$ cat src/gmr_pkg.sv
`default_nettype none

package gmr_pkg;

  // Model dimensions.
  localparam int MAX_COMPONENTS = 8;
  localparam int OUT_DIMS       = 3;
  localparam int SHOWN_DIMS     = (OUT_DIMS < 3) ? OUT_DIMS : 3;
  localparam int RES_N          = 3;

  // Model store layout: one row of sixteen words per component.
  localparam int SLOT_W    = 4;
  localparam int SLOT_SPAN = 16;
  localparam int CIDX_W    = (MAX_COMPONENTS > 1) ? $clog2(MAX_COMPONENTS) : 1;
  localparam int RAM_DEPTH = MAX_COMPONENTS * SLOT_SPAN;
  localparam int RAM_AW    = $clog2(RAM_DEPTH);
  localparam int CNT_W     = $clog2(MAX_COMPONENTS + 1);
  localparam int DIM_W     = (SHOWN_DIMS > 1) ? $clog2(SHOWN_DIMS) : 1;

  localparam logic [SLOT_W-1:0] SLOT_WEIGHT = 4'd0;
  localparam logic [SLOT_W-1:0] SLOT_MEAN   = 4'd1;
  localparam logic [SLOT_W-1:0] SLOT_VAR    = 4'd2;
  localparam int SLOT_OMEAN = 3;
  localparam int SLOT_COV   = 3 + OUT_DIMS;
  localparam int SLOT_END   = 3 + 2 * OUT_DIMS;

  localparam logic MODE_LOAD  = 1'b0;
  localparam logic MODE_QUERY = 1'b1;

  // Fixed-point constants in Q16.16.
  localparam logic [18:0] TWO_PI_Q16 = 19'd411775;
  localparam logic [16:0] LOG2E_Q16  = 17'd94548;

  // Shared long divider and square-root unit sizes.
  localparam int DIV_NW     = 96;
  localparam int DIV_DW     = 64;
  localparam int DIV_CNT_W  = $clog2(DIV_NW);
  localparam int SQ_OUT_W   = 25;
  localparam int SQ_IN_W    = 2 * SQ_OUT_W;
  localparam int SQ_CNT_W   = $clog2(SQ_OUT_W);

  typedef struct packed {
    logic        mode;
    logic [2:0]  component;
    logic [3:0]  slot;
    logic [31:0] word_value;
    logic [31:0] query_time;
  } gmr_in_t;

  typedef struct packed {
    logic [31:0] time_echo;
    logic [31:0] out_x;
    logic [31:0] out_y;
    logic [31:0] out_z;
    logic        no_support;
  } gmr_out_t;

  typedef enum logic [4:0] {
    ST_IDLE, ST_FETCH_W, ST_FETCH_MU, ST_FETCH_VAR, ST_CAP_VAR, ST_PREP,
    ST_SQUARE, ST_DIVQ, ST_WAITQ, ST_LOG, ST_EXP, ST_SHIFT, ST_DIVP,
    ST_WAITP, ST_BETA, ST_CHKB, ST_RD_MEAN, ST_RD_COV, ST_CAP_COV, ST_MULC,
    ST_DIVC, ST_WAITC, ST_MSUM, ST_ACC_LO, ST_ACC_HI, ST_ACC_ADD, ST_NEXT,
    ST_FIN, ST_FIN_DIV, ST_FIN_WAIT, ST_FIN_SAT, ST_DONE
  } gmr_state_t;

  typedef logic [15:0][31:0] pow_tab_t;

  // Floor square root, evaluated at elaboration only.
  function automatic logic [63:0] isqrt_const(input logic [63:0] x);
    logic [63:0] res;
    logic [63:0] bitv;
    logic [63:0] rem;
    res  = '0;
    rem  = x;
    bitv = 64'h4000_0000_0000_0000;
    while (bitv > rem) bitv = bitv >> 2;
    while (bitv != 0) begin
      if (rem >= res + bitv) begin
        rem = rem - (res + bitv);
        res = (res >> 1) + bitv;
      end else begin
        res = res >> 1;
      end
      bitv = bitv >> 2;
    end
    return res;
  endfunction

  // Table of 2^(-2^(b-16)) in Q0.32 for the fractional exponent bits.
  function automatic pow_tab_t build_pow_tab();
    logic [63:0] t;
    pow_tab_t    tab;
    int          b;
    t = isqrt_const(64'h8000_0000_0000_0000);
    tab[15] = t[31:0];
    for (b = 15; b > 0; b--) begin
      t = isqrt_const({t[31:0], 32'h0});
      tab[b-1] = t[31:0];
    end
    return tab;
  endfunction

  localparam pow_tab_t POW_TAB = build_pow_tab();

endpackage

`default_nettype wire

$ cat src/gmr_isqrt.sv
`default_nettype none

module gmr_isqrt (
  input  wire logic                        clk,
  input  wire logic                        rst_n,
  input  wire logic                        start,
  input  wire logic [gmr_pkg::SQ_IN_W-1:0]  radicand,
  output logic                             busy,
  output logic [gmr_pkg::SQ_OUT_W-1:0]     root
);

  import gmr_pkg::*;

  logic                busy_r;
  logic [SQ_CNT_W-1:0] cnt_r;
  logic [SQ_IN_W-1:0]  x_r;
  logic [SQ_OUT_W:0]   rem_r;
  logic [SQ_OUT_W-1:0] root_r;
  logic [SQ_OUT_W+2:0] rem_t;
  logic [SQ_OUT_W+2:0] trial;
  logic                ge;

  // One root bit per cycle from the next two radicand bits.
  assign rem_t = {rem_r, x_r[SQ_IN_W-1:SQ_IN_W-2]};
  assign trial = {1'b0, root_r, 2'b01};
  assign ge    = (rem_t >= trial);

  always_ff @(posedge clk) begin
    if (!rst_n) begin
      busy_r <= 1'b0;
    end else if (start) begin
      busy_r <= 1'b1;
    end else if (busy_r && cnt_r == '0) begin
      busy_r <= 1'b0;
    end
  end

  always_ff @(posedge clk) begin
    if (start) begin
      x_r    <= radicand;
      rem_r  <= '0;
      root_r <= '0;
      cnt_r  <= SQ_CNT_W'(SQ_OUT_W - 1);
    end else if (busy_r) begin
      rem_r  <= ge ? (SQ_OUT_W + 1)'(rem_t - trial) : rem_t[SQ_OUT_W:0];
      root_r <= {root_r[SQ_OUT_W-2:0], ge};
      x_r    <= {x_r[SQ_IN_W-3:0], 2'b00};
      cnt_r  <= cnt_r - SQ_CNT_W'(1);
    end
  end

  assign busy = busy_r;
  assign root = root_r;

endmodule

`default_nettype wire
$ cat config.mk
export PLATFORM = sky130hd
export DESIGN_NAME = gmr_isqrt
export DESIGN_NICKNAME = d
export VERILOG_FILES = /design/src/gmr_pkg.sv /design/src/gmr_isqrt.sv
export SDC_FILE = /design/constraint.sdc
export NUM_CORES = 1
export LEC_CHECK = 0
export BUFFER_PORTS_ARGS = -buffer_cell sky130_fd_sc_hd__buf_2
export CAP_MARGIN = 20
export CORE_ASPECT_RATIO = 0.6
export CORE_UTILIZATION = 58
export DETAILED_ROUTE_END_ITERATION = 10
export PLACE_DENSITY_LB_ADDON = 0.25
export SETUP_SLACK_MARGIN = 0.3
export SLEW_MARGIN = 30
export SYNTH_ARGS = -nofsm -noshare
export SYNTH_HDL_FRONTEND = slang
export SYNTH_SLANG_ARGS = --single-unit
export TNS_END_PERCENT = 100
$ cat constraint.sdc
create_clock -name clk -period 3.4 [get_ports clk]
set_input_delay 0 -clock clk [delete_from_list [all_inputs] [get_ports clk]]
set_output_delay 0 -clock clk [all_outputs]
set_load 0.02 [all_outputs]
==> results of run 1 <==
## placed cells by master, fill, tap and decap left out, types with 6 or more instances in the layout
cell type / synthesis / routed
sky130_fd_sc_hd__mux2i_1: 24 / 24
sky130_fd_sc_hd__a311oi_1: 15 / 15
sky130_fd_sc_hd__a21oi_1: 19 / 19
sky130_fd_sc_hd__nand2b_1: 7 / 7
sky130_fd_sc_hd__nand3_1: 23 / 23
sky130_fd_sc_hd__inv_1: 35 / 34
sky130_fd_sc_hd__dfxtp_1: 57 / 56
sky130_fd_sc_hd__a41oi_1: 6 / 6
sky130_fd_sc_hd__o21ai_1: 16 / 16
sky130_fd_sc_hd__clkbuf_16: 0 / 9
sky130_fd_sc_hd__buf_2: 2 / 77
sky130_fd_sc_hd__xor2_1: 11 / 11
sky130_fd_sc_hd__nor2_1: 57 / 57
sky130_fd_sc_hd__a211oi_1: 10 / 9
sky130_fd_sc_hd__mux2_2: 48 / 48
sky130_fd_sc_hd__and2_1: 9 / 9
sky130_fd_sc_hd__dlygate4sd3_1: 0 / 50
sky130_fd_sc_hd__nand2_1: 12 / 12
sky130_fd_sc_hd__ha_1: 29 / 29
sky130_fd_sc_hd__edfxtp_1: 50 / 50
sky130_fd_sc_hd__o31ai_1: 6 / 6
sky130_fd_sc_hd__xnor2_1: 13 / 13
sky130_fd_sc_hd__a21o_1: 11 / 11
sky130_fd_sc_hd__o21ai_0: 14 / 14
## what timing repair did
item / CTS / global route
buffers inserted: 0 / 0
endpoints found under the setup margin: 0 / 17
gates resized for setup: 0 / 1
hold buffers: 50 / 0
endpoints found under the hold margin: 50 / 0
## power groups by stage
stage	logic, mW	registers [mW]	clock network (mW)
finish	2.94	1.67	1.09
global route	3.19	1.69	1.15
global placement	2.71	1.68	0
detailed placement	2.76	1.69	0
floorplan	2.26	1.64	0
CTS	2.83	1.66	1.10
## layer usage
metal	vias up	track usage, %	wire [µm]
met3	24	4.92	1030
li1	2323	-	-
met4	0	9.77	236
met1	2265	38.7	6550
met2	211	41.7	6410
met5	-	0	0
## sequential cells by signal, summed over array words and instances (netlist names)
signal,flops
busy,1
cnt_r,5
rem_r,26
root,25
x_r,50
## through the flow
step	util [%]	total power [mW]	instance area (µm²)	hold slack, ns	setup slack [ns]
floorplan	-	3.90	5920	0.117	0.788
global placement	64.8	4.39	6400	0.204	0.591
detailed placement	64.8	4.44	6400	0.206	0.472
CTS	72.9	5.59	7210	0.00786	0.457
global route	73.0	6.03	7210	0.00392	0.301
finish	73.0	5.69	7210	0.0149	0.467
## kinds of logic after synthesis
group / share of synthesized area (%)
AOI/OAI and AO/OA: 16.9
DFF: 44.6
muxes: 13.2
buffers and inverters: 4.29
xor gates and xnor gates: 3.55
and+or+nand+nor: 11.3
adders and majority gates: 6.13
## worst max-delay path: stages, from the launching register on
cell and delay, ns:
sky130_fd_sc_hd__dfxtp_1 0.40, sky130_fd_sc_hd__inv_1 0.06, sky130_fd_sc_hd__ha_1 0.42, sky130_fd_sc_hd__and4_1 0.30, sky130_fd_sc_hd__and2_1 0.20, sky130_fd_sc_hd__a221oi_1 0.47
sky130_fd_sc_hd__o211ai_1 0.30, sky130_fd_sc_hd__a41oi_1 0.39, sky130_fd_sc_hd__xor2_1 0.11, sky130_fd_sc_hd__o31ai_1 0.19
## worst paths after layout
path / startpoint / end
max reg2reg: root[6] / rem_r[25]
min reg2reg: cnt_r[1] / cnt_r[1]
max: root[6] / rem_r[25]
min: radicand[48] / x_r[48]
## Yosys cell counts (all sizes together) (6+ instances only)
| library cell | count |
|---|---|
| a211oi | 13 |
| a21o | 11 |
| a21oi | 20 |
| a311oi | 17 |
| a41oi | 6 |
| and2 | 11 |
| buf | 9 |
| clkbuf | 18 |
| dfxtp | 57 |
| edfxtp | 50 |
| ha | 29 |
| inv | 35 |
| mux2 | 48 |
| mux2i | 24 |
| nand2 | 12 |
| nand2b | 7 |
| nand3 | 23 |
| nor2 | 58 |
| o21a | 6 |
| o21ai | 31 |
| o31ai | 6 |
| xnor2 | 13 |
| xor2 | 11 |
## layout make-up
class                           instances  area [µm²]
Multi-Input combinational cell        395        3040
Timing Repair Buffer                  132         923
Clock buffer                           10         239
Tap cell                              135         169
Sequential cell                       107        2640
Clock inverter                          6        68.8
Fill cell                             714        2670
Inverter                               35         133
==> reports/qor.txt, run 1 <==
Area of the die: 10600 µm²
Reg2reg path depth: 9
Maximum fanout along the worst path: 7
Net switching power of the design: 2.44 mW
Result of the run: completed
Chip height: 80.3 µm
CTS clock-pin slew for the worst setup and hold paths: 0.07 ns
Maximum vdd drop: 0.520 mV
Leakage dissipation: 2.86 nW
Signed area change from the synthesized netlist to the final layout: 21.8%
Number of violations reported at the end of detailed-routing iteration 0: 450
Slew of the pin with the lowest slew margin: 0.839 ns
Setup violators final: 0
Number of buffers added on ports: 78
Residual DRC count: 0
Part of the power in registers: 29.3%
HP Class: in2reg
Num CTS Buffers: 9
Final non-filler cell total: 820
Post-synth EDFFs: 50
Hold Crit Depth: 2
Gate Count Post-Synth: 564
Count of unique library cells instantiated by Yosys: 60
Clock root buffer: sky130_fd_sc_hd__clkbuf_16
Final net count: 762
Global routing usage summed across all routing layers: 27.2%
Power density cells: 789 nW/µm²
Post-Synthesis Cell Area: 5920 µm²
Max-cap violation count: 0
Final period util: 86.3%
Clock power frac: 19.1%
Post-detailed-route via-to-cell ratio: 5.88
Via count: 4823
Clock tree from TritonCTS: yes
Switch share: 42.8%
R2R Setup Slk: 0.47 ns
Number of buffers on the longest clock path: 2
IO Pins: 79
Seq/Total Area, Yosys: 44.6%
Final hold viol count: 0
Max Clock Freq: 0.341 GHz
Maximum number of pins on one net before global-route repair: 63
Max-slew headroom: 44.0%
First-pass GRT wire length: 22.6 mm
Part of the total power dissipated in combinational logic: 51.6%
Via count of the first global-routing pass: 4555
Ranking of synthesized cells by area: sky130_fd_sc_hd__edfxtp_1 (25%), sky130_fd_sc_hd__dfxtp_1 (19%), sky130_fd_sc_hd__mux2_2 (9.1%)
Launching element type of the critical path: register
Commonest register cell after synthesis: sky130_fd_sc_hd__dfxtp_1
Total count of max-transition violations in the final report: 0
Number of nets in the synthesized netlist: 646
Setup Crit Path Kind: reg2reg
Register bit total from synthesis: 107
First drt pass iteration count: 7
Endpoint class of the critical path: register
Yosys synthesis warning count: 0
Endpoint arrival time on the critical path: 3.19 ns
Effective utilization at floorplan: 59.9%
Clock sinks: 107
Count of standard-cell rows: 28
Number of cells after detailed placement: 754
Antenna cell count: 0
Design internal power: 3.26 mW
Initial antenna violation count: 0
Setup repair after global routing missed its margin: false
Latest clock arrival within the worst-skew pair: 0.34 ns
Standard cell core area: 9880 µm²
Required time at the worst-slack endpoint: 3.66 ns
DRT antenna net count: 0
Total Wirelength: 14.2 mm
Detailed-route wire length per cell: 17.3 µm
Setup TNS Final: 0 ns
Die extent in x: 132 µm
Layout cells sized above 1: 24.2%
Library cell with the largest summed area after synthesis: sky130_fd_sc_hd__edfxtp_1
Syn avg cell area: 10.5 µm²
Post-route clock skew: 0.00734 ns
Placer's final routability congestion estimate: 0.867
Minimum clock period: 2.93 ns
Synth top area share: 25.4%
DP Wirelength: 8.95 mm
Share of synthesized flip-flops with an asynchronous set or reset: 0%
Grt ovf: 0
H-tree depth reported by CTS: 3
Power figures use the tool's default switching activity.
==> run 2, diff against run 1 <==
- clock period: 3.4 -> 3.32 ns (I/O delays scaled with it)
==> run 2 against run 1 <==
Against the previous run:
- critical path depth rose by 1
- fmax up 1.5%
- first-iteration DRC count is 0.89% higher
- critical path type unchanged
- clock power hardly changed
- global-route usage down 0.11 points
- critical endpoint is now rem_r[1]
- non-clock buffer count grew 5
- largest power group unchanged
- routed wire length is 2.3% lower
- total power up 4.9%
- design area up 1.1%
==> reports/qor.txt, run 2 (synthesis results as in run 1) <==
Setup TNS Final: 0 ns (unchanged)
Via count: 4818 (-0.10%)
Cell depth of the worst setup path: 10 (+1)
Post-detailed-route via-to-cell ratio: 5.84 (-0.71%)
Endpoint class of the critical path: register
Grt ovf: 0 (unchanged)
Final net count: 767 (+0.66%)
DP Wirelength: 8.90 mm (-0.57%)
Num CTS Buffers: 9 (unchanged)
Area of the die: 10600 µm² (unchanged)
Power consumption: 5.97 mW (+4.9%)
Total count of max-transition violations in the final report: 0 (unchanged)
Worst path max stage delay: 0.38 ns (-0.09 ns)
Max reg flops: 50 (unchanged)
Via count of the first global-routing pass: 4387 (-3.7%)
H-tree depth reported by CTS: 3 (unchanged)
Reg2reg path depth: 10 (+1)
Maximum fanout along the worst path: 20 (+13)
Cell with the largest stage delay on the worst path: sky130_fd_sc_hd__ha_1
Final hold viol count: 0 (unchanged)
Setup violators final: 0 (unchanged)
Clock root buffer: sky130_fd_sc_hd__clkbuf_16
Result of the run: completed
Latest clock arrival within the worst-skew pair: 0.35 ns (about the same)
DRT antenna net count: 0 (unchanged)
CTS clock-pin slew for the worst setup and hold paths: 0.08 ns (about the same)
Slew of the pin with the lowest slew margin: 0.861 ns (+0.0227 ns)
First drt pass iteration count: 6 (-1)
Number of buffers added on ports: 78 (unchanged)
Most flop-heavy register: x_r
Maximum number of pins on one net before global-route repair: 58 (-7.9%)
Sequence of cells on the critical path: inv_1, ha_1, nand3_1, a211oi_4, o2111ai_4, a211oi_4, buf_4, o21a_4, nor2_2, o311ai_2
Max-slew headroom: 42.5% (-1.5 points)
Final period util: 87.1% (+0.79 points)
Power density cells: 819 nW/µm² (+3.7%)
IO Pins: 79 (unchanged)
Total Wirelength: 13.9 mm (-2.3%)
Chip height: 80.3 µm (unchanged)
Number of violations reported at the end of detailed-routing iteration 0: 454 (+0.89%)
Final cell utilization of the core: 73.8% (+0.81 points)
Die extent in x: 132 µm (unchanged)
Count of standard-cell rows: 28 (unchanged)
Top library cells by usage in the layout, fill and taps aside: sky130_fd_sc_hd__buf_2 (77), sky130_fd_sc_hd__nor2_1 (57), sky130_fd_sc_hd__dfxtp_1 (56), sky130_fd_sc_hd__dlygate4sd3_1 (51), sky130_fd_sc_hd__edfxtp_1 (50)
Leakage dissipation: 2.90 nW (+1.3%)
Cell family with the largest share of critical-path delay: compound AO/OA/AOI/OAI gates
Launching element type of the critical path: register
HP Class: in2reg
Antenna cell count: 0 (unchanged)
Max Clock Freq: 0.346 GHz (+1.5%)
First-pass GRT wire length: 22.3 mm (-1.7%)
Number of buffers on the longest clock path: 2 (unchanged)
Maximum vdd drop: 0.674 mV (+30%)
Clock tree from TritonCTS: yes
Sum of buffers and inverters on the critical path: 2 (+1)
Hold Crit Depth: 2 (unchanged)
Signed area change from the synthesized netlist to the final layout: 23.2%
Global routing usage summed across all routing layers: 27.1% (-0.11 points)
Setup Crit Path Kind: reg2reg
Post-route clock skew: 0.00999 ns (+0.00265 ns)
Placer's final routability congestion estimate: 0.887 (+2.4%)
Initial antenna violation count: 0 (unchanged)
Clock sinks: 107 (unchanged)
Final non-filler cell total: 825 (+0.61%)
Endpoint arrival time on the critical path: 3.14 ns (-0.05 ns)
Residual DRC count: 0 (unchanged)
Most common cell after layout, fill and taps aside: sky130_fd_sc_hd__buf_2
Setup repair after global routing missed its margin: false
Standard cell core area: 9880 µm² (unchanged)
Effective utilization at floorplan: 59.9% (unchanged)
Most frequent cell on the critical path: sky130_fd_sc_hd__a211oi_4
Minimum clock period: 2.89 ns (-0.0427 ns)
Required time at the worst-slack endpoint: 3.57 ns (-0.09 ns)
Layout cells sized above 1: 25.1% (+0.84 points)
Max-cap violation count: 0 (unchanged)
Detailed-route wire length per cell: 16.8 µm (-2.9%)
Number of cells after detailed placement: 754 (unchanged)
==> run 2: per-stage QoR <==
step | cell area, µm² | worst slack (ns) | hold WS, ns
5_1_grt | 7290 | 0.230 | 0.140
3_3_place_gp | 6410 | 0.487 | 0.204
2_1_floorplan | 5920 | 0.708 | 0.117
3_5_place_dp | 6410 | 0.386 | 0.219
4_1_cts | 7230 | 0.372 | 0.109
6_report | 7290 | 0.430 | 0.119
==> run 2: worst paths after layout <==
path	endpoint	slack (ns)	start
setup reg to reg	rem_r[1]	0.43	root[5]
setup / recovery	rem_r[1]	0.43	root[5]
hold / removal	root[1]	0.12	start
hold reg to reg	rem_r[6]	0.51	rem_r[6]
==> run 2: routing by layer <==
layer	up-vias	routed length (µm)	track usage, %
li1	2338	-	-
met1	2253	6510	39.2
met2	206	6050	40.6
met3	21	1100	6.12
met4	0	242	7.47
met5	-	0	0
==> run 2: cell type report <==
cell class | count | area, µm²
Timing Repair Buffer | 137 | 976
Tap cell | 135 | 169
Fill cell | 689 | 2590
Clock inverter | 6 | 82.6
Multi-Input combinational cell | 395 | 3060
Sequential cell | 107 | 2640
Inverter | 35 | 133
Clock buffer | 10 | 229
==> run 2: worst reg2reg max path: cells and delay by family (launching register included) <==
family                   cells  cell delay [ns]
adder cells (fa/ha/maj)      1             0.38
buffers and inverters        2             0.23
AND/OR/NAND/NOR              2             0.31
flip-flops                   1             0.37
AO/OA/AOI/OAI                5             1.51
==> run 2: power by group <==
| group | internal, mW | leakage [nW] | switching, mW |
|---|---|---|---|
| logic | 1.25 | 1.78 | 1.88 |
| clock network | 0.603 | 0.148 | 0.518 |
| registers | 1.57 | 0.970 | 0.146 |
==> run 2: timing repair <==
item | CTS | global route
hold buffers | 51 | 0
setup buffers | 0 | 4
endpoints found under the hold margin | 51 | 0
setup endpoints to repair | 0 | 25
gates resized for setup | 0 | 5
==> run 3, diff against run 2 <==
- CORE_ASPECT_RATIO: 0.6 -> 1.4
==> run 3 against run 2 <==
Against the previous run:
- via count fell by 0.56%
- sequential power barely moved
- fmax rose by 1.1%
- sequential share of layout area rose by 0.27 points
- clock power barely moved
- first-iteration DRC count fell by 44%
- register-to-register slack improved by 0.03 ns
- critical path type unchanged
- critical endpoint is now rem_r[4]
==> reports/qor.txt, run 3 (synthesis results as in run 1) <==
Via count: 4791 (-0.56%)
Reg2reg path depth: 10 (unchanged)
Latest clock arrival within the worst-skew pair: 0.36 ns (about the same)
Clock sinks: 107 (unchanged)
Final net count: 764 (-0.39%)
Standard cell core area: 9900 µm² (+0.20%)
Layout cells sized above 1: 24.5% (-0.62 points)
Final hold viol count: 0 (unchanged)
Most flop-heavy register: x_r
Most common cell after layout, fill and taps aside: sky130_fd_sc_hd__buf_2
Residual DRC count: 0 (unchanged)
IO Pins: 79 (unchanged)
Die extent in x: 87.4 µm (-34%)
Number of fill cells in the layout: 761 (+10%)
Maximum fanout along the worst path: 13 (-35%)
Clock tree from TritonCTS: yes
Area of the die: 10600 µm² (about the same)
Number of violations reported at the end of detailed-routing iteration 0: 254 (-44%)
Global routing usage summed across all routing layers: 27.1% (-0.028 points)
Final design instance area without fill: 7240 µm² (-0.74%)
Max Clock Freq: 0.350 GHz (+1.1%)
Total count of max-transition violations in the final report: 0 (unchanged)
Placer's final routability congestion estimate: 0.938 (+5.7%)
Setup Crit Path Kind: reg2reg
Num CTS Buffers: 9 (unchanged)
Endpoint arrival time on the critical path: 3.12 ns (-0.02 ns)
Antenna cell count: 0 (unchanged)
Leakage dissipation: 2.87 nW (-0.86%)
Post-Route M1 WL: 5.53 mm (-15%)
Minimum clock period: 2.86 ns (-0.0326 ns)
Endpoint class of the critical path: register
R2R Setup Slk: 0.46 ns (+0.03 ns)
Clock root buffer: sky130_fd_sc_hd__clkbuf_16
Power density cells: 800 nW/µm² (-2.3%)
Post-route clock skew: 0.0124 ns (+0.00240 ns)
Max reg flops: 50 (unchanged)
Number of buffers on the longest clock path: 2 (unchanged)
Grt ovf: 0 (unchanged)
Area after detailed placement: 6400 µm² (about the same)
Via count of the first global-routing pass: 4839 (+10%)
Count of standard-cell rows: 43 (+54%)
DRT antenna net count: 0 (unchanged)
Setup violators final: 0 (unchanged)
Max-slew headroom: 43.2% (+0.73 points)
Effective utilization at floorplan: 59.8% (-0.12 points)
Chip height: 122 µm (+51%)
Met2 wirelength from detailed routing: 7.06 mm (+17%)
Initial antenna violation count: 0 (unchanged)
Area used by multi-input combinational logic: 3040 µm² (-0.53%)
HP Class: in2reg
DP Wirelength: 8.81 mm (-1.0%)
Met3 wirelength from detailed routing: 479 µm (-56%)
Number of buffers added on ports: 78 (unchanged)
FF+latch area: 2640 µm² (unchanged)
Maximum vdd drop: 0.426 mV (-37%)
H-tree depth reported by CTS: 3 (unchanged)
Setup Fix Bufs, Post-CTS: 0 (unchanged)
Source of the critical timing path: root[1]
Post-detailed-route via-to-cell ratio: 5.83 (-0.20%)
Signed area change from the synthesized netlist to the final layout: 22.2%
Required time at the worst-slack endpoint: 3.58 ns (about the same)
Endpoint of the most critical setup path: rem_r[4]
Slew of the pin with the lowest slew margin: 0.851 ns (-0.00998 ns)
Result of the run: completed
Maximum number of pins on one net before global-route repair: 69 (+19%)
Power consumption: 5.79 mW (-3.0%)
Detailed-route wire length per cell: 16.5 µm (-1.9%)
Highest layer used for signal routing: met4
CTS clock-pin slew for the worst setup and hold paths: 0.08 ns (about the same)
First-pass GRT wire length: 22.3 mm (about the same)
Launching element type of the critical path: register
First drt pass iteration count: 4 (-2)
Total Wirelength: 13.6 mm (-2.3%)
Reg-to-Reg End: rem_r[4]
Setup TNS Final: 0 ns (unchanged)
Max-cap violation count: 0 (unchanged)
Top library cells by usage in the layout, fill and taps aside: sky130_fd_sc_hd__buf_2 (77), sky130_fd_sc_hd__nor2_1 (57), sky130_fd_sc_hd__dfxtp_1 (56), sky130_fd_sc_hd__dlygate4sd3_1 (51), sky130_fd_sc_hd__edfxtp_1 (50)
Setup repair after global routing missed its margin: false
Start of the worst register-to-register path: root[1]
Final period util: 86.1% (-0.98 points)
-- run 3: cell types whose count changed in the layout (fill, tap and decap cells not counted), moves of 2 or more --
| cell | before | now |
|---|---|---|
| sky130_fd_sc_hd__buf_4 | 8 | 6 |
| sky130_fd_sc_hd__inv_8 | 1 | 3 |
| sky130_fd_sc_hd__a221oi_1 | 0 | 2 |
| sky130_fd_sc_hd__a221oi_2 | 2 | 0 |
-- run 3: worst min-delay path by stage --
stage,start,endpoint,slack (ns),depth (start not counted)
5_1_grt,start,root[15],0.09,2
2_1_floorplan,rst_n,busy,0.12,1
3_3_place_gp,rst_n,busy,0.20,2
3_5_place_dp,rst_n,busy,0.21,2
6_report,start,root[15],0.07,2
4_1_cts,start,root[15],0.07,2
-- run 3: critical path, stage by stage (launching register included) --
cell,delay (ns)
sky130_fd_sc_hd__dfxtp_1,0.38
sky130_fd_sc_hd__inv_1,0.06
sky130_fd_sc_hd__ha_1,0.38
sky130_fd_sc_hd__o21ai_1,0.14
sky130_fd_sc_hd__a211oi_4,0.34
sky130_fd_sc_hd__o2111ai_4,0.18
sky130_fd_sc_hd__a211oi_4,0.40
sky130_fd_sc_hd__o21ai_4,0.16
sky130_fd_sc_hd__buf_4,0.22
sky130_fd_sc_hd__a211o_1,0.27
sky130_fd_sc_hd__a311oi_1,0.24
-- run 3: where the power goes --
group | internal [mW] | switching (mW) | total [mW] | leakage, nW
sequential | 1.57 | 0.132 | 1.70 | 0.970
combinational | 1.18 | 1.80 | 2.98 | 1.75
clock | 0.547 | 0.564 | 1.11 | 0.152
total | 3.30 | 2.49 | 5.79 | 2.87
-- run 3: metrics by stage --
step	hold slack (ns)	cells	worst slack, ns	util [%]
floorplan	0.117	564	0.708	-
global placement	0.203	755	0.551	64.7
detailed placement	0.211	755	0.447	64.7
CTS	0.0714	822	0.421	73.0
global route	0.0888	822	0.314	73.1
finish	0.0739	822	0.462	73.1
-- run 3: timing repair --
item / 4_1_cts / 5_1_grt
hold endpoints to repair: 51 / 0
resized for setup: 0 / 2
setup endpoints to repair: 0 / 18
hold buffers: 51 / 0
-- run 3: metal layers --
metal / GRT usage (%) / vias up
met5: 0 / -
met4: 14.1 / 0
met2: 47.9 / 127
met1: 30.7 / 2305
met3: 4.88 / 41
li1: - / 2318
-- run 3: area by class of cell --
class	instances	area share (%)
Inverter	35	1.83
Multi-Input combinational cell	395	42.0
Timing Repair Buffer	134	13.0
Clock inverter	7	1.16
Sequential cell	107	36.5
Tap cell	135	2.33
Clock buffer	9	3.11
