<file path="src/gmr_pkg.sv">
`default_nettype none

package gmr_pkg;

  // Model dimensions.
  localparam int MAX_COMPONENTS = 8;
  localparam int OUT_DIMS       = 3;
  localparam int SHOWN_DIMS     = (OUT_DIMS < 3) ? OUT_DIMS : 3;
  localparam int RES_N          = 3;

  // Model store layout: one row of sixteen words per component.
  localparam int SLOT_W    = 4;
  localparam int SLOT_SPAN = 16;
  localparam int CIDX_W    = (MAX_COMPONENTS > 1) ? $clog2(MAX_COMPONENTS) : 1;
  localparam int RAM_DEPTH = MAX_COMPONENTS * SLOT_SPAN;
  localparam int RAM_AW    = $clog2(RAM_DEPTH);
  localparam int CNT_W     = $clog2(MAX_COMPONENTS + 1);
  localparam int DIM_W     = (SHOWN_DIMS > 1) ? $clog2(SHOWN_DIMS) : 1;

  localparam logic [SLOT_W-1:0] SLOT_WEIGHT = 4'd0;
  localparam logic [SLOT_W-1:0] SLOT_MEAN   = 4'd1;
  localparam logic [SLOT_W-1:0] SLOT_VAR    = 4'd2;
  localparam int SLOT_OMEAN = 3;
  localparam int SLOT_COV   = 3 + OUT_DIMS;
  localparam int SLOT_END   = 3 + 2 * OUT_DIMS;

  localparam logic MODE_LOAD  = 1'b0;
  localparam logic MODE_QUERY = 1'b1;

  // Fixed-point constants in Q16.16.
  localparam logic [18:0] TWO_PI_Q16 = 19'd411775;
  localparam logic [16:0] LOG2E_Q16  = 17'd94548;

  // Shared long divider and square-root unit sizes.
  localparam int DIV_NW     = 96;
  localparam int DIV_DW     = 64;
  localparam int DIV_CNT_W  = $clog2(DIV_NW);
  localparam int SQ_OUT_W   = 25;
  localparam int SQ_IN_W    = 2 * SQ_OUT_W;
  localparam int SQ_CNT_W   = $clog2(SQ_OUT_W);

  typedef struct packed {
    logic        mode;
    logic [2:0]  component;
    logic [3:0]  slot;
    logic [31:0] word_value;
    logic [31:0] query_time;
  } gmr_in_t;

  typedef struct packed {
    logic [31:0] time_echo;
    logic [31:0] out_x;
    logic [31:0] out_y;
    logic [31:0] out_z;
    logic        no_support;
  } gmr_out_t;

  typedef enum logic [4:0] {
    ST_IDLE, ST_FETCH_W, ST_FETCH_MU, ST_FETCH_VAR, ST_CAP_VAR, ST_PREP,
    ST_SQUARE, ST_DIVQ, ST_WAITQ, ST_LOG, ST_EXP, ST_SHIFT, ST_DIVP,
    ST_WAITP, ST_BETA, ST_CHKB, ST_RD_MEAN, ST_RD_COV, ST_CAP_COV, ST_MULC,
    ST_DIVC, ST_WAITC, ST_MSUM, ST_ACC_LO, ST_ACC_HI, ST_ACC_ADD, ST_NEXT,
    ST_FIN, ST_FIN_DIV, ST_FIN_WAIT, ST_FIN_SAT, ST_DONE
  } gmr_state_t;

  typedef logic [15:0][31:0] pow_tab_t;

  // Floor square root, evaluated at elaboration only.
  function automatic logic [63:0] isqrt_const(input logic [63:0] x);
    logic [63:0] res;
    logic [63:0] bitv;
    logic [63:0] rem;
    res  = '0;
    rem  = x;
    bitv = 64'h4000_0000_0000_0000;
    while (bitv > rem) bitv = bitv >> 2;
    while (bitv != 0) begin
      if (rem >= res + bitv) begin
        rem = rem - (res + bitv);
        res = (res >> 1) + bitv;
      end else begin
        res = res >> 1;
      end
      bitv = bitv >> 2;
    end
    return res;
  endfunction

  // Table of 2^(-2^(b-16)) in Q0.32 for the fractional exponent bits.
  function automatic pow_tab_t build_pow_tab();
    logic [63:0] t;
    pow_tab_t    tab;
    int          b;
    t = isqrt_const(64'h8000_0000_0000_0000);
    tab[15] = t[31:0];
    for (b = 15; b > 0; b--) begin
      t = isqrt_const({t[31:0], 32'h0});
      tab[b-1] = t[31:0];
    end
    return tab;
  endfunction

  localparam pow_tab_t POW_TAB = build_pow_tab();

endpackage

`default_nettype wire

</file>
<file path="src/gmr_div.sv">
`default_nettype none

module gmr_div (
  input  wire logic                      clk,
  input  wire logic                      rst_n,
  input  wire logic                      start,
  input  wire logic [gmr_pkg::DIV_NW-1:0] dividend,
  input  wire logic [gmr_pkg::DIV_DW-1:0] divisor,
  output logic                           busy,
  output logic [gmr_pkg::DIV_NW-1:0]     quotient
);

  import gmr_pkg::*;

  logic                 busy_r;
  logic [DIV_CNT_W-1:0] cnt_r;
  logic [DIV_NW-1:0]    quo_r;
  logic [DIV_DW-1:0]    rem_r;
  logic [DIV_DW-1:0]    dv_r;
  logic [DIV_DW:0]      rem_sh;
  logic                 ge;

  // One restoring step: shift in the next dividend bit and try the divisor.
  assign rem_sh = {rem_r, quo_r[DIV_NW-1]};
  assign ge     = (rem_sh >= {1'b0, dv_r});

  always_ff @(posedge clk) begin
    if (!rst_n) begin
      busy_r <= 1'b0;
    end else if (start) begin
      busy_r <= 1'b1;
    end else if (busy_r && cnt_r == '0) begin
      busy_r <= 1'b0;
    end
  end

  always_ff @(posedge clk) begin
    if (start) begin
      quo_r <= dividend;
      rem_r <= '0;
      dv_r  <= divisor;
      cnt_r <= DIV_CNT_W'(DIV_NW - 1);
    end else if (busy_r) begin
      rem_r <= ge ? DIV_DW'(rem_sh - {1'b0, dv_r}) : rem_sh[DIV_DW-1:0];
      quo_r <= {quo_r[DIV_NW-2:0], ge};
      cnt_r <= cnt_r - DIV_CNT_W'(1);
    end
  end

  assign busy     = busy_r;
  assign quotient = quo_r;

endmodule

`default_nettype wire

</file>
<file path="config.mk">
export PLATFORM = sky130hd
export DESIGN_NAME = gmr_div
export DESIGN_NICKNAME = d
export VERILOG_FILES = /design/src/gmr_pkg.sv /design/src/gmr_div.sv
export SDC_FILE = /design/constraint.sdc
export NUM_CORES = 1
export LEC_CHECK = 0
export ABC_AREA = 1
export BUFFER_PORTS_ARGS = -buffer_cell sky130_fd_sc_hd__buf_4
export CAP_MARGIN = 20
export CORE_ASPECT_RATIO = 0.7
export CORE_MARGIN = 10
export CORE_UTILIZATION = 40
export CTS_BUF_LIST = sky130_fd_sc_hd__clkbuf_4
export DETAILED_ROUTE_END_ITERATION = 12
export SYNTH_ARGS = -nofsm -noshare
export SYNTH_HDL_FRONTEND = slang
export SYNTH_SLANG_ARGS = --single-unit
</file>
<file path="constraint.sdc">
create_clock -name clk -period 3.75 [get_ports clk]
set_input_delay 0.375 -clock clk [delete_from_list [all_inputs] [get_ports clk]]
set_output_delay 0.375 -clock clk [all_outputs]
set_load 0.02 [all_outputs]
</file>
==> results.txt, run 1 <==
The flow ran to the end, and the final reports show no timing, DRC or antenna violations. The final estimated routing congestion in global placement is ~1. The post-synthesis sequential area ratio came out at 0.400. The core footprint came out at between 30,000 and 40,000 um2.

The detailed-route DRC error count came out at 0. The slowest stage of the critical path belongs to the cell sky130_fd_sc_hd__buf_4. After detailed routing, the number of vias per cell comes to between 4 and 5. The area of the die came out at ~47,000 um2. In this run, post-CTS repair resized a total of 0 instances.

The worst endpoint required time came out at ~4.4 ns. Ranked by total cell area, the synthesized netlist is headed by sky130_fd_sc_hd__edfxtp_1 (31%), sky130_fd_sc_hd__nand2_1 (24%), sky130_fd_sc_hd__inv_1 (10%). The final total power is between 6 and 7 mW.

The horizontal die dimension came out at approximately 260 um. The worst endpoint data arrival time came out at 3.83 ns. The global routing usage summed across all routing layers is 0.231.

The via count of the first global-routing pass was approximately 15,000. The shortest clock period the worst path allows after layout came out at between 3 and 4 ns. The initial DRC count is 1,332. The library cell used most frequently in the layout, excluding fill and tap cells, is sky130_fd_sc_hd__nand2_1. The number of vias in the routed layout is between 15,000 and 20,000. The total count of hold-check failures in the final report came out at 0. The Yosys step of the flow raised 0 warnings. The final routed wirelength across all metal layers came out at roughly 57,000 um. In this design, the critical path's most frequently occurring cell is sky130_fd_sc_hd__nand2_1. The total of endpoints with negative setup slack in the final report is 0. The number of buffers created by CTS came out at 60. The biggest fanout along the worst timing path came out at 65.

The number of nets in the layout is roughly 3,000. Leaving out fill and tap cells, the most frequent cells in the layout are sky130_fd_sc_hd__nand2_1 (1,012), sky130_fd_sc_hd__inv_1 (435), sky130_fd_sc_hd__buf_4 (265). The number of enable-type register cells in the synthesized netlist is 160. The die height is between 150 and 200 um. Clock skew on the completed layout was measured at 0.0761 ns. The number of buffers between clock root and the deepest sink is 3. The synthesis-to-layout area growth came out at 31.0%.

The critical path goes through inv_1 > ha_1 > nand2_1 > nand2_1 > a21oi_1 > nand2_1 > nand2_1 > nand2_1 > nand2_1 > nand2_1 > nor2_4 > buf_4 > nand3_1 > nand3_1 > o21ai_0. The clock sink count is approximately 230. The max-slew headroom at the worst pin came out at 0.327.

The worst setup path is launched from a register. Pin placement for this block handled 260 I/O pins. The flop and latch count out of synthesis came out at roughly 230.

The register clock-pin slew on the reported worst setup and hold paths came out at around 0.070 ns. Summed over all cells, the static leakage comes to about 11 nW. The hold path depth came out at 1. Detailed placement finished with a half-perimeter wire length of about 44,000 um. The clock latency on the worst-skew pair came out at about 0.8 ns. The cell area after synthesis came out at ~16,000 um2. The worst setup path is captured at a register. The count of distinct cell types in the synthesized netlist is 37. A synthesized cell averages 6.75 um2. The first global-routing pass estimated approximately 86,000 um of wire. The kind of cell with the highest combined delay along the critical path is simple AND/OR/NAND/NOR gates.

The path class of the tightest hold or removal check is in -> reg. The number of antenna violations at the first check in global routing came out at 2. The tree is rooted in a sky130_fd_sc_hd__clkbuf_4. The final critical-path share of the clock period is 0.862. Across the run, the number of max-cap violations was 0. The synthesized net count is between 2,000 and 3,000. The worst setup path is of the reg -> reg kind.

Setup repair after global routing left no endpoint under its margin. The total number of placement rows is 60. The cell taking the most area after synthesis is sky130_fd_sc_hd__edfxtp_1. The top flip-flop cell by instance count after synthesis is sky130_fd_sc_hd__edfxtp_1.

Fill cells in the final layout number about 3,800. For this configuration, the core starts out at a cell density of 0.406. The maximum resistive drop on vdd is 0.231 mV. The maximum number of pins on one net before global-route repair came out at ~110. The timing-limited maximum frequency is 0.309 GHz. The critical path crosses 15 cells after its start point. Synthesis handed over a netlist of ~2,300 instances.

The worst reg2reg path depth is 15. The total negative setup slack is 0 ns. The pin slew with the least headroom to its limit came out at approximately 1.0 ns. The number of buffers and inverters on the critical path is 2. The CTS tree is built. The total of buffers placed on input and output ports is between 200 and 300. The post-detailed-route count of antenna-violating nets came out at 0.

The ratio of total power to cell area is ~320 nW/um2. The delay of the slowest critical-path stage is 0.64 ns. The first-pass iteration count of the detailed router is 8. The share of flip-flops with an asynchronous set or reset after synthesis is 0. For this run, the share of the core covered by cells in the final layout is 0.532. The count of final max-slew check failures was 0. The portion of synthesized cell area occupied by the leading cell type is 0.308. The share of final-layout standard cells stronger than drive strength 1 came out at 0.151. The H-tree level count came out at 2. For this run the aggregate overflow at the end of global routing stands at 0. The average routed wire per standard cell came out at 17.1 um.
path summary, 6_finish.rpt:
path | endpoint | from | slack (ns)
worst min register to register | rem_r[31]$_SDFFE_PP0P_ | rem_r[31]$_SDFFE_PP0P_ | 0.47
worst min-delay path | dv_r[36]$_DFFE_PP_ | start | 0.09
worst max-delay path | rem_r[15]$_SDFFE_PP0P_ | dv_r[38]$_DFFE_PP_ | 0.52
worst max register to register | rem_r[15]$_SDFFE_PP0P_ | dv_r[38]$_DFFE_PP_ | 0.52
what timing repair did:
item                                    in CTS  in global routing
setup buffers                                0                  0
hold buffers                               161                  0
hold endpoints to repair                   161                  0
endpoints found under the setup margin       0                  0
kinds of logic after synthesis:
group           after synthesis  synth area share
simple gates               1373             0.361
xor+xnor                     32            0.0179
compound gates              110            0.0374
fa+ha+maj                    66            0.0533
buf+inv                     501             0.130
flops                       232             0.400
area by class of cell:
class                   count  area [um2]  area share
diodes                      2        5.00    0.000244
clock buffers             104         781      0.0381
clock inverters             8        42.5     0.00208
inverters                 445        1670      0.0817
multi-input cells        1581        7360       0.359
flip-flops and latches    232        6250       0.305
well taps                 527         659      0.0322
repair buffers            432        3710       0.181
metal layers:
metal | wire [um] | share of wire | vias to the layer above | track usage
li1 | - | - | 8002 | -
met3 | 4500 | 0.079 | 71 | 0.0613
met4 | 1080 | 0.019 | 0 | 0.0532
met1 | 27800 | 0.49 | 7160 | 0.336
met2 | 23500 | 0.41 | 433 | 0.332
met5 | 0 | 0 | - | 0
stage by stage:
stage / std cells / cell area [um2] / hold slack, ns / worst slack [ns]
after global routing: 3331 / 20500 / 0.0691 / 0.345
final: 3331 / 20500 / 0.0901 / 0.517
after global placement: 3056 / 18000 / 0.458 / 0.667
after CTS: 3329 / 20500 / 0.0744 / 0.626
after detailed placement: 3056 / 18000 / 0.457 / 0.636
after floorplan: 2314 / 15600 / 0.444 / 1.01
cell usage after synthesis (2+ instances only):
cell type	instances
sky130_fd_sc_hd__nand2_1	1012
sky130_fd_sc_hd__inv_1	437
sky130_fd_sc_hd__edfxtp_1	160
sky130_fd_sc_hd__nand3_1	150
sky130_fd_sc_hd__nor2_1	108
sky130_fd_sc_hd__dfxtp_1	72
sky130_fd_sc_hd__ha_1	65
sky130_fd_sc_hd__a21oi_1	52
sky130_fd_sc_hd__nand3b_1	35
sky130_fd_sc_hd__clkbuf_1	30
sky130_fd_sc_hd__xnor2_1	28
sky130_fd_sc_hd__o21ai_0	27
sky130_fd_sc_hd__nand4_1	17
sky130_fd_sc_hd__o21ai_1	17
sky130_fd_sc_hd__nor3_1	16
sky130_fd_sc_hd__buf_6	14
sky130_fd_sc_hd__nor2_2	13
sky130_fd_sc_hd__nand2_2	10
sky130_fd_sc_hd__o21bai_1	9
sky130_fd_sc_hd__inv_2	7
sky130_fd_sc_hd__buf_4	5
sky130_fd_sc_hd__buf_2	4
sky130_fd_sc_hd__nand3_2	4
sky130_fd_sc_hd__xor2_1	4
sky130_fd_sc_hd__or2_2	3
sky130_fd_sc_hd__a21o_1	2
sky130_fd_sc_hd__buf_8	2
sky130_fd_sc_hd__nor4_1	2
flip-flops by register name, indices dropped and copies added, names as in the netlist:
name	flops
cnt_r	7
quotient	96
dv_r	64
busy	1
rem_r	64
worst register-to-register path, delay by kind of cell, from the launching register on:
| family | cells | cell delay (ns) |
|---|---|---|
| buffers and inverters | 2 | 0.73 |
| DFF | 1 | 0.37 |
| AOI/OAI and AO/OA | 2 | 0.41 |
| adders and majority gates | 1 | 0.28 |
| and+or+nand+nor | 10 | 1.32 |
power by group:
group          internal (mW)  leakage (nW)  total [mW]  switching (mW)
clock network           1.24         0.504        2.37            1.12
logic                  0.513          8.32        1.18           0.671
registers               2.94          2.19        3.03          0.0883
Note: power is estimated with default switching activity, not from simulation.
==> run 2: changes to the inputs <==
--- a/config.mk
+++ b/config.mk
@@ -5,7 +5,6 @@
 export SDC_FILE = /design/constraint.sdc
 export NUM_CORES = 1
 export LEC_CHECK = 0
-export ABC_AREA = 1
 export BUFFER_PORTS_ARGS = -buffer_cell sky130_fd_sc_hd__buf_4
 export CAP_MARGIN = 20
 export CORE_ASPECT_RATIO = 0.7
==> results.txt, run 2 <==
The startpoint identified for the worst register-to-register timing path is dv_r[12]$_DFFE_PP_. The post-synthesis sequential area ratio is 0.476 (+0.0759). The timing-limited maximum frequency came out at 0.288 GHz (-6.8%). The share of flip-flops with an asynchronous set or reset after synthesis came out at 0 (unchanged). The worst setup path is of the reg -> reg kind.

The fraction of the core area covered by cells at the end of the flow came out at 0.558 (+0.0263). In the synthesized netlist the dominant register cell turns out to be sky130_fd_sc_hd__edfxtp_1. The hold path depth came out at 5 (+4). The final standard cell area without fillers is 18,000 um2 (-12%). The ratio of total power to cell area is 420 nW/um2 (+31%).

The leftover overflow at the end of global routing came to 0 (unchanged). The flop and latch count out of synthesis came out at 232 (unchanged). The synthesized area divided by synthesized cell count came out at 10.2 um2 (+52%). In the synthesized netlist, the cells that appear most often are sky130_fd_sc_hd__edfxtp_1 (160), sky130_fd_sc_hd__nand2_1 (159), sky130_fd_sc_hd__nor2_1 (108), sky130_fd_sc_hd__mux2_2 (97), sky130_fd_sc_hd__a21oi_1 (81). The worst reg2reg path depth is 12 (-3). The shortest clock period the worst path allows after layout came out at 3.47 ns (+0.234 ns). The first-pass GRT wire length came out at 63,200 um (-27%).

The detailed-route DRC error count is 0 (unchanged). The total negative setup slack came out at 0 ns (unchanged). The synthesis-to-layout area growth came out at 37.4%.

The cell area after placement is 15,500 um2 (-14%). The total count of hold-check failures in the final report came out at 0 (unchanged). The min-delay analysis places its worst path in the category in -> reg. The portion of synthesized cell area occupied by the leading cell type is 0.366 (+0.0584).

The pin slew with the least headroom to its limit came to 0.811 ns (-0.196 ns). The startpoint identified for the worst hold timing path is start. The final cell count without fillers is 2,204 (-34%). The biggest fanout along the worst timing path came out at 7 (-89%).

The area of the die is 40,600 um2 (-15%). The count of distinct cell types in the synthesized netlist is 75 (+100%). The static leakage power was 7.59 nW (-31%).

The CTS tree is built. The total of buffers placed on input and output ports came out at 259 (unchanged). The number of nets in the layout came out at 1,955 (-34%).

The final routed wirelength across all metal layers came out at 40,700 um (-29%). The die height is 172 um (-7.4%). The max-slew headroom at the worst pin is 0.460 (+0.132). The clock latency on the worst-skew pair is 0.75 ns (-0.03 ns).

The met1 usage is 0.265 (-0.0708). The HPWL reported at the end of detailed placement came out at 29,100 um (-33%). The most frequent standard cell in the layout excluding fill and tap cells is sky130_fd_sc_hd__buf_4. The final critical-path share of the clock period came out at 0.925 (+0.0625). The clock sink count came out at 232 (unchanged).

The synthesized net count is 1,512 (-41%). The final hold slack came out at 0.276 ns (+0.186 ns). The register clock-pin slew on the reported worst setup and hold paths is 0.08 ns (about the same). The number of flip-flops under the largest register name is 96 (unchanged). The worst endpoint required time was 4.42 ns (+0.07 ns). The endpoint identified for the worst register-to-register timing path is rem_r[62]$_SDFFE_PP0P_. The initial core utilization is 0.406 (about the same). The post-detailed-route count of antenna-violating nets came out at 0 (unchanged).

The end point of the worst hold path is rem_r[2]$_SDFFE_PP0P_. The number of max-capacitance violations reported is 0 (unchanged). The first-pass iteration count of the detailed router is 5 (-3). The global routing usage summed across all routing layers is 0.193 (-0.0379). The share of final-layout standard cells stronger than drive strength 1 came out at 0.284 (+0.133). The number of antenna violations at the first check in global routing is 0 (-2).

The cell count after placement was 1,928 (-37%). The core footprint came out at 32,300 um2 (-16%). The met3 usage in global routing is 0.0354 (-0.0259). The final estimated routing congestion in global placement is 0.905 (-8.1%). The antenna diode count is 0 (-2).

The top cell types in the final layout, fill and taps aside, are sky130_fd_sc_hd__buf_4 (281), sky130_fd_sc_hd__dlygate4sd3_1 (161), sky130_fd_sc_hd__edfxtp_1 (160). The count of final max-slew check failures is 0 (unchanged). The average routed wire per standard cell came to 18.5 um (+8.0%). By instance count, the leading cell after synthesis is sky130_fd_sc_hd__edfxtp_1. The cell area after synthesis came to 13,100 um2 (-16%). Yosys attributes the largest share of cell area to sky130_fd_sc_hd__edfxtp_1 (37%), sky130_fd_sc_hd__dfxtp_1 (11%), sky130_fd_sc_hd__mux2_2 (8.3%). The synthesis warning total was 0 (unchanged). The number of enable-type register cells in the synthesized netlist is 160 (unchanged).

The total of endpoints with negative setup slack in the final report is 0 (unchanged). The initial DRC count came out at 882 (-34%). The via count of the first global-routing pass came out at 11,300 (-25%). The number of buffers created by CTS is 59 (-1.7%).

The worst endpoint data arrival time came to 4.14 ns (+0.31 ns). The maximum number of pins on one net before global-route repair came out at 104 (-2.8%). STA classifies the critical path startpoint as a register. The worst setup slack for register-to-register paths was 0.28 ns (-0.23 ns).

The horizontal die dimension is 237 um (-7.7%). The met2 usage in global routing came out at 0.309 (-0.0235). The clock skew after layout is 0.0323 ns (-0.0438 ns).

The start point of the critical path is dv_r[12]$_DFFE_PP_. The peak-usage layer in the global routing report is met2. The CTS root buffer is sky130_fd_sc_hd__clkbuf_4. The count of filler cells inserted in the layout is 2,867 (-24%). The run finished with clean final reports. The post-synthesis instance total is 1,283 (-45%).

The maximum resistive drop on vdd came out at 0.222 mV (-4.1%). The worst setup path is captured at a register. The total number of placement rows is 55 (-8.3%). The H-tree level count is 2 (unchanged). sky130_fd_sc_hd__edfxtp_1 takes more of the synthesized area than any other cell. The number of top-level pins came to 260 (unchanged). The number of vias in the routed layout came out at 11,500 (-27%). Setup repair after global routing left no endpoint under its margin. The via count normalized by instance count is 5.20 (+11%).

The number of buffers between clock root and the deepest sink came out at 3 (unchanged).
==> run 2: cell count changes after synthesis, moves of 34 or more <==
cell / before / now
sky130_fd_sc_hd__inv_1: 437 / 80
sky130_fd_sc_hd__nand3_1: 150 / 9
sky130_fd_sc_hd__mux2_2: 0 / 97
sky130_fd_sc_hd__nand3b_1: 35 / 1
sky130_fd_sc_hd__a311oi_1: 0 / 45
sky130_fd_sc_hd__nand2_1: 1012 / 159
==> run 2: worst max path at each step <==
stage | to | slack [ns] | cells after the start
global placement | rem_r[48]$_SDFFE_PP0P_ | 0.17 | 14
global route | rem_r[38]$_SDFFE_PP0P_ | 0.01 | 14
floorplan | rem_r[39]$_SDFFE_PP0P_ | 0.47 | 4
detailed placement | rem_r[48]$_SDFFE_PP0P_ | 0.19 | 14
finish | rem_r[62]$_SDFFE_PP0P_ | 0.28 | 12
CTS | rem_r[48]$_SDFFE_PP0P_ | 0.11 | 14
==> run 2: metal layers <==
metal | share of wire | vias up
met1 | 0.46 | 5431
li1 | - | 5629
met3 | 0.056 | 58
met4 | 0.016 | 0
met2 | 0.46 | 353
met5 | 0 | -
==> run 2: where the power goes <==
part           leakage [nW]  switching [mW]  internal, mW
logic                  4.90            1.10         0.905
registers              2.18           0.140          3.00
clock network         0.502            1.12          1.30
total                  7.59            2.36          5.21
==> run 2: final cells by class <==
cell class	count	area, um2	share of cell area
Clock buffer	97	728	0.0404
Clock inverter	15	115	0.00638
Timing Repair Buffer	448	3830	0.213
Sequential cell	232	6250	0.346
Tap cell	427	534	0.0296
Inverter	80	303	0.0168
Multi-Input combinational cell	905	6280	0.348
==> run 2: cell families (layout without fill, tap and decap cells) <==
group / after synthesis / in the layout / synth area share
AO/OA/AOI/OAI: 315 / 315 / 0.164
XOR/XNOR: 62 / 62 / 0.0414
adder cells (fa/ha/maj): 66 / 66 / 0.0635
buffers and inverters: 146 / 640 / 0.0469
flip-flops: 232 / 232 / 0.476
multiplexers: 104 / 104 / 0.0885
AND/OR/NAND/NOR: 358 / 358 / 0.120
==> run 2: what timing repair did <==
action | 4_1_cts | 5_1_grt
hold buffers | 161 | 0
endpoints found under the hold margin | 161 | 0
gates resized for setup | 0 | 3
setup endpoints to repair | 0 | 17
buffers inserted | 0 | 3
==> run 2: metrics by stage <==
step           worst slack [ns]  power (mW)
5_1_grt                  0.0149        8.01
6_report                  0.283        7.57
4_1_cts                   0.114        7.64
3_3_place_gp              0.175        5.01
3_5_place_dp              0.189        5.02
2_1_floorplan             0.467        4.35
==> run 2: worst max-delay path, stage by stage, from the launching register on <==
cell and delay, ns:
sky130_fd_sc_hd__edfxtp_1 0.36, sky130_fd_sc_hd__inv_1 0.08, sky130_fd_sc_hd__ha_1 0.31, sky130_fd_sc_hd__a21oi_1 0.36
sky130_fd_sc_hd__nand2_1 0.09, sky130_fd_sc_hd__a221o_1 0.33, sky130_fd_sc_hd__a21oi_1 0.32, sky130_fd_sc_hd__o21a_1 0.38
sky130_fd_sc_hd__o21ai_0 0.26, sky130_fd_sc_hd__a2111oi_0 0.48, sky130_fd_sc_hd__nor2_1 0.15, sky130_fd_sc_hd__xnor2_1 0.14
sky130_fd_sc_hd__o21ai_0 0.14
==> run 3: changes to the inputs <==
--- a/config.mk
+++ b/config.mk
@@ -12,6 +12,7 @@
 export CORE_UTILIZATION = 40
 export CTS_BUF_LIST = sky130_fd_sc_hd__clkbuf_4
 export DETAILED_ROUTE_END_ITERATION = 12
+export REMOVE_ABC_BUFFERS = 1
 export SYNTH_ARGS = -nofsm -noshare
 export SYNTH_HDL_FRONTEND = slang
 export SYNTH_SLANG_ARGS = --single-unit
==> results.txt, run 3 (synthesis results as in run 2) <==
The worst endpoint required time came out at 4.40 ns (-0.02 ns). The portion of total power attributed to combinational logic is 0.267 (+0.002). The leftover overflow at the end of global routing is 0 (unchanged).

The final hold slack is 0.336 ns (+0.0597 ns). The count of buffering cells on the critical path with inverters included was 0 (-1). The average routed wire per standard cell was 18.8 um (+1.7%). The kind of start point of the critical path is a register. The CTS root buffer is sky130_fd_sc_hd__clkbuf_4. Setup repair after global routing left no endpoint under its margin. The final routed wirelength across all metal layers came to 41,300 um (+1.4%).

The number of antenna violations at the first check in global routing came to 2 (+2). The total of endpoints with negative setup slack in the final report is 0 (unchanged). The number of setup buffers added after CTS was 0 (unchanged). The total of buffers placed on input and output ports came out at 259 (unchanged).

The initial core utilization came out at 0.406 (unchanged). In this run the worst hold path is classified as in -> reg. The final cell count without fillers was 2,199 (-0.23%). The H-tree level count is 2 (unchanged). The area of the die is 40,600 um2 (unchanged).

The post-detailed-route count of antenna-violating nets is 0 (unchanged). TritonCTS built the clock tree. The max-slew headroom at the worst pin came to 0.420 (-0.0397). The library cell used most frequently in the layout, excluding fill and tap cells, is sky130_fd_sc_hd__buf_4. The pin slew with the least headroom to its limit came out at 0.870 ns (+0.0595 ns). In this design, the critical path's most frequently occurring cell is sky130_fd_sc_hd__a21oi_1. The horizontal die dimension came out at 237 um (unchanged). The final standard cell area without fillers came out at 18,000 um2 (-0.46%). The clock sink count is 232 (unchanged). The maximum resistive drop on vdd was 0.248 mV (+12%). STA classifies the critical path endpoint as a register. The number of nets in the layout is 1,949 (-0.31%). The HPWL reported at the end of detailed placement is 28,500 um (-2.2%). The switching power total is 2.36 mW (-0.26%). The via count of the first global-routing pass came out at 11,700 (+3.9%). The number of buffers between clock root and the deepest sink came out at 3 (unchanged).

The register clock-pin slew on the reported worst setup and hold paths came out at 0.07 ns (about the same). The number of buffers created by CTS was 59 (unchanged). The first-pass iteration count of the detailed router is 5 (unchanged). The shortest clock period the worst path allows after layout is 3.48 ns (+0.0124 ns). The biggest fanout along the worst timing path was 4 (-3).

The total number of placement rows is 55 (unchanged). The clock skew after layout came out at 0.0648 ns (+0.0326 ns). The cell-internal power is 5.12 mW (-1.8%). The relative contribution of sequential cells to total power is 0.419 (+0.004).

The final critical-path share of the clock period came out at 0.928 (+0.00332). The top cell types in the final layout, fill and taps aside, are sky130_fd_sc_hd__buf_4 (275), sky130_fd_sc_hd__dlygate4sd3_1 (162), sky130_fd_sc_hd__edfxtp_1 (160). The number of max-capacitance violations reported is 0 (unchanged). The share of final-layout standard cells stronger than drive strength 1 was 0.282 (-0.00114).

The switching part of the total came out at 0.315 (+0.00335). The cell count after placement came out at 1,924 (-0.21%). The final total power is 7.47 mW (-1.3%). The total count of hold-check failures in the final report came out at 0 (unchanged). The part of the total power dissipated in the clock network was 0.314 (-0.007).

The detailed-route DRC error count came out at 0 (unchanged). The slowest cell on the critical path is sky130_fd_sc_hd__o31ai_2. The total negative setup slack is 0 ns (unchanged). The clock latency on the worst-skew pair came out at 0.77 ns (+0.02 ns).

The initial DRC count is 1,000 (+13%). The count of final max-slew check failures is 0 (unchanged). The number of flip-flops under the largest register name came out at 96 (unchanged). Traced cell by cell, the critical path runs through ha_1 > fa_1 > nor2b_1 > o21bai_1 > a21oi_1 > a21oi_1 > o21a_1 > o31ai_2 > a21boi_0 > xnor2_1 > nand2_1 > a311oi_1. The global routing usage summed across all routing layers came out at 0.198 (+0.00433).

The number of top-level pins came out at 260 (unchanged). The static leakage power came out at 7.55 nW (-0.57%). The worst endpoint data arrival time came to 4.13 ns (about the same). Compared with the post-synthesis result, the final layout area differs by 36.8%. The run finished with clean final reports.

The delay of the slowest critical-path stage is 0.44 ns (-0.04 ns). The die height came to 172 um (unchanged). The maximum number of pins on one net before global-route repair came out at 138 (+33%).

The timing-limited maximum frequency is 0.287 GHz (-0.36%). The number of vias in the routed layout came out at 11,700 (+1.8%). The largest delay contributor family on the critical path is compound AO/OA/AOI/OAI gates. The ratio of total power to cell area came out at 416 nW/um2 (-0.86%). The cell area after placement is 15,500 um2 (-0.18%). The via count normalized by instance count came out at 5.31 (+2.1%). The first-pass GRT wire length is 65,100 um (+2.9%). The core footprint is 32,300 um2 (unchanged). The worst setup path is of the reg -> reg kind.

The final estimated routing congestion in global placement is 0.903 (-0.19%).
[run 3: changes by cell type in the layout (fill, tap and decap cells not counted), moves of 2 or more]
cell,change
sky130_fd_sc_hd__bufinv_16,-2
sky130_fd_sc_hd__clkinv_1,-4
sky130_fd_sc_hd__diode_2,+2
sky130_fd_sc_hd__buf_4,-6
sky130_fd_sc_hd__clkbuf_4,+6
[run 3: path summary, 6_finish.rpt]
| path | start | endpoint | slack [ns] | cells after the start |
|---|---|---|---|---|
| hold reg to reg | rem_r[18]$_SDFFE_PP0P_ | rem_r[19]$_SDFFE_PP0P_ | 0.48 | 2 |
| setup reg to reg | dv_r[0]$_DFFE_PP_ | rem_r[38]$_SDFFE_PP0P_ | 0.27 | 12 |
| setup / recovery | dv_r[0]$_DFFE_PP_ | rem_r[38]$_SDFFE_PP0P_ | 0.27 | 12 |
| hold / removal | divisor[57] | dv_r[57]$_DFFE_PP_ | 0.34 | 2 |
[run 3: power by group through the flow]
stage	registers (mW)	clock network, mW	logic (mW)
6_report	3.14	2.35	1.99
4_1_cts	3.13	2.43	1.97
2_1_floorplan	3.31	0	0.984
3_5_place_dp	3.18	0	1.82
5_1_grt	3.16	2.57	2.17
3_3_place_gp	3.18	0	1.82
[run 3: what timing repair did]
action | in CTS | in global routing
endpoints found under the hold margin | 180 | 0
hold buffers | 162 | 0
setup endpoints to repair | 0 | 3
gates resized for setup | 0 | 1
[run 3: per-layer routing]
| metal | vias to the layer above | global-route usage | wire (um) |
|---|---|---|---|
| li1 | 5636 | - | - |
| met1 | 5553 | 0.268 | 19000 |
| met2 | 441 | 0.297 | 17800 |
| met3 | 51 | 0.0665 | 3880 |
| met4 | 0 | 0.0475 | 578 |
| met5 | - | 0 | 0 |
[run 3: cell type report]
class / count / area [um2]
flip-flops and latches: 232 / 6250
repair buffers: 442 / 3780
well taps: 427 / 534
clock inverters: 8 / 40.0
fillers: 2837 / 14400
diodes: 2 / 5.00
multi-input cells: 905 / 6280
clock buffers: 103 / 773
inverters: 80 / 303
[run 3: through the flow]
stage	util	setup slack [ns]
finish	0.555	0.270
global placement	0.480	0.283
detailed placement	0.480	0.146
CTS	0.555	0.139
global route	0.555	0.0814
floorplan	-	-1.59
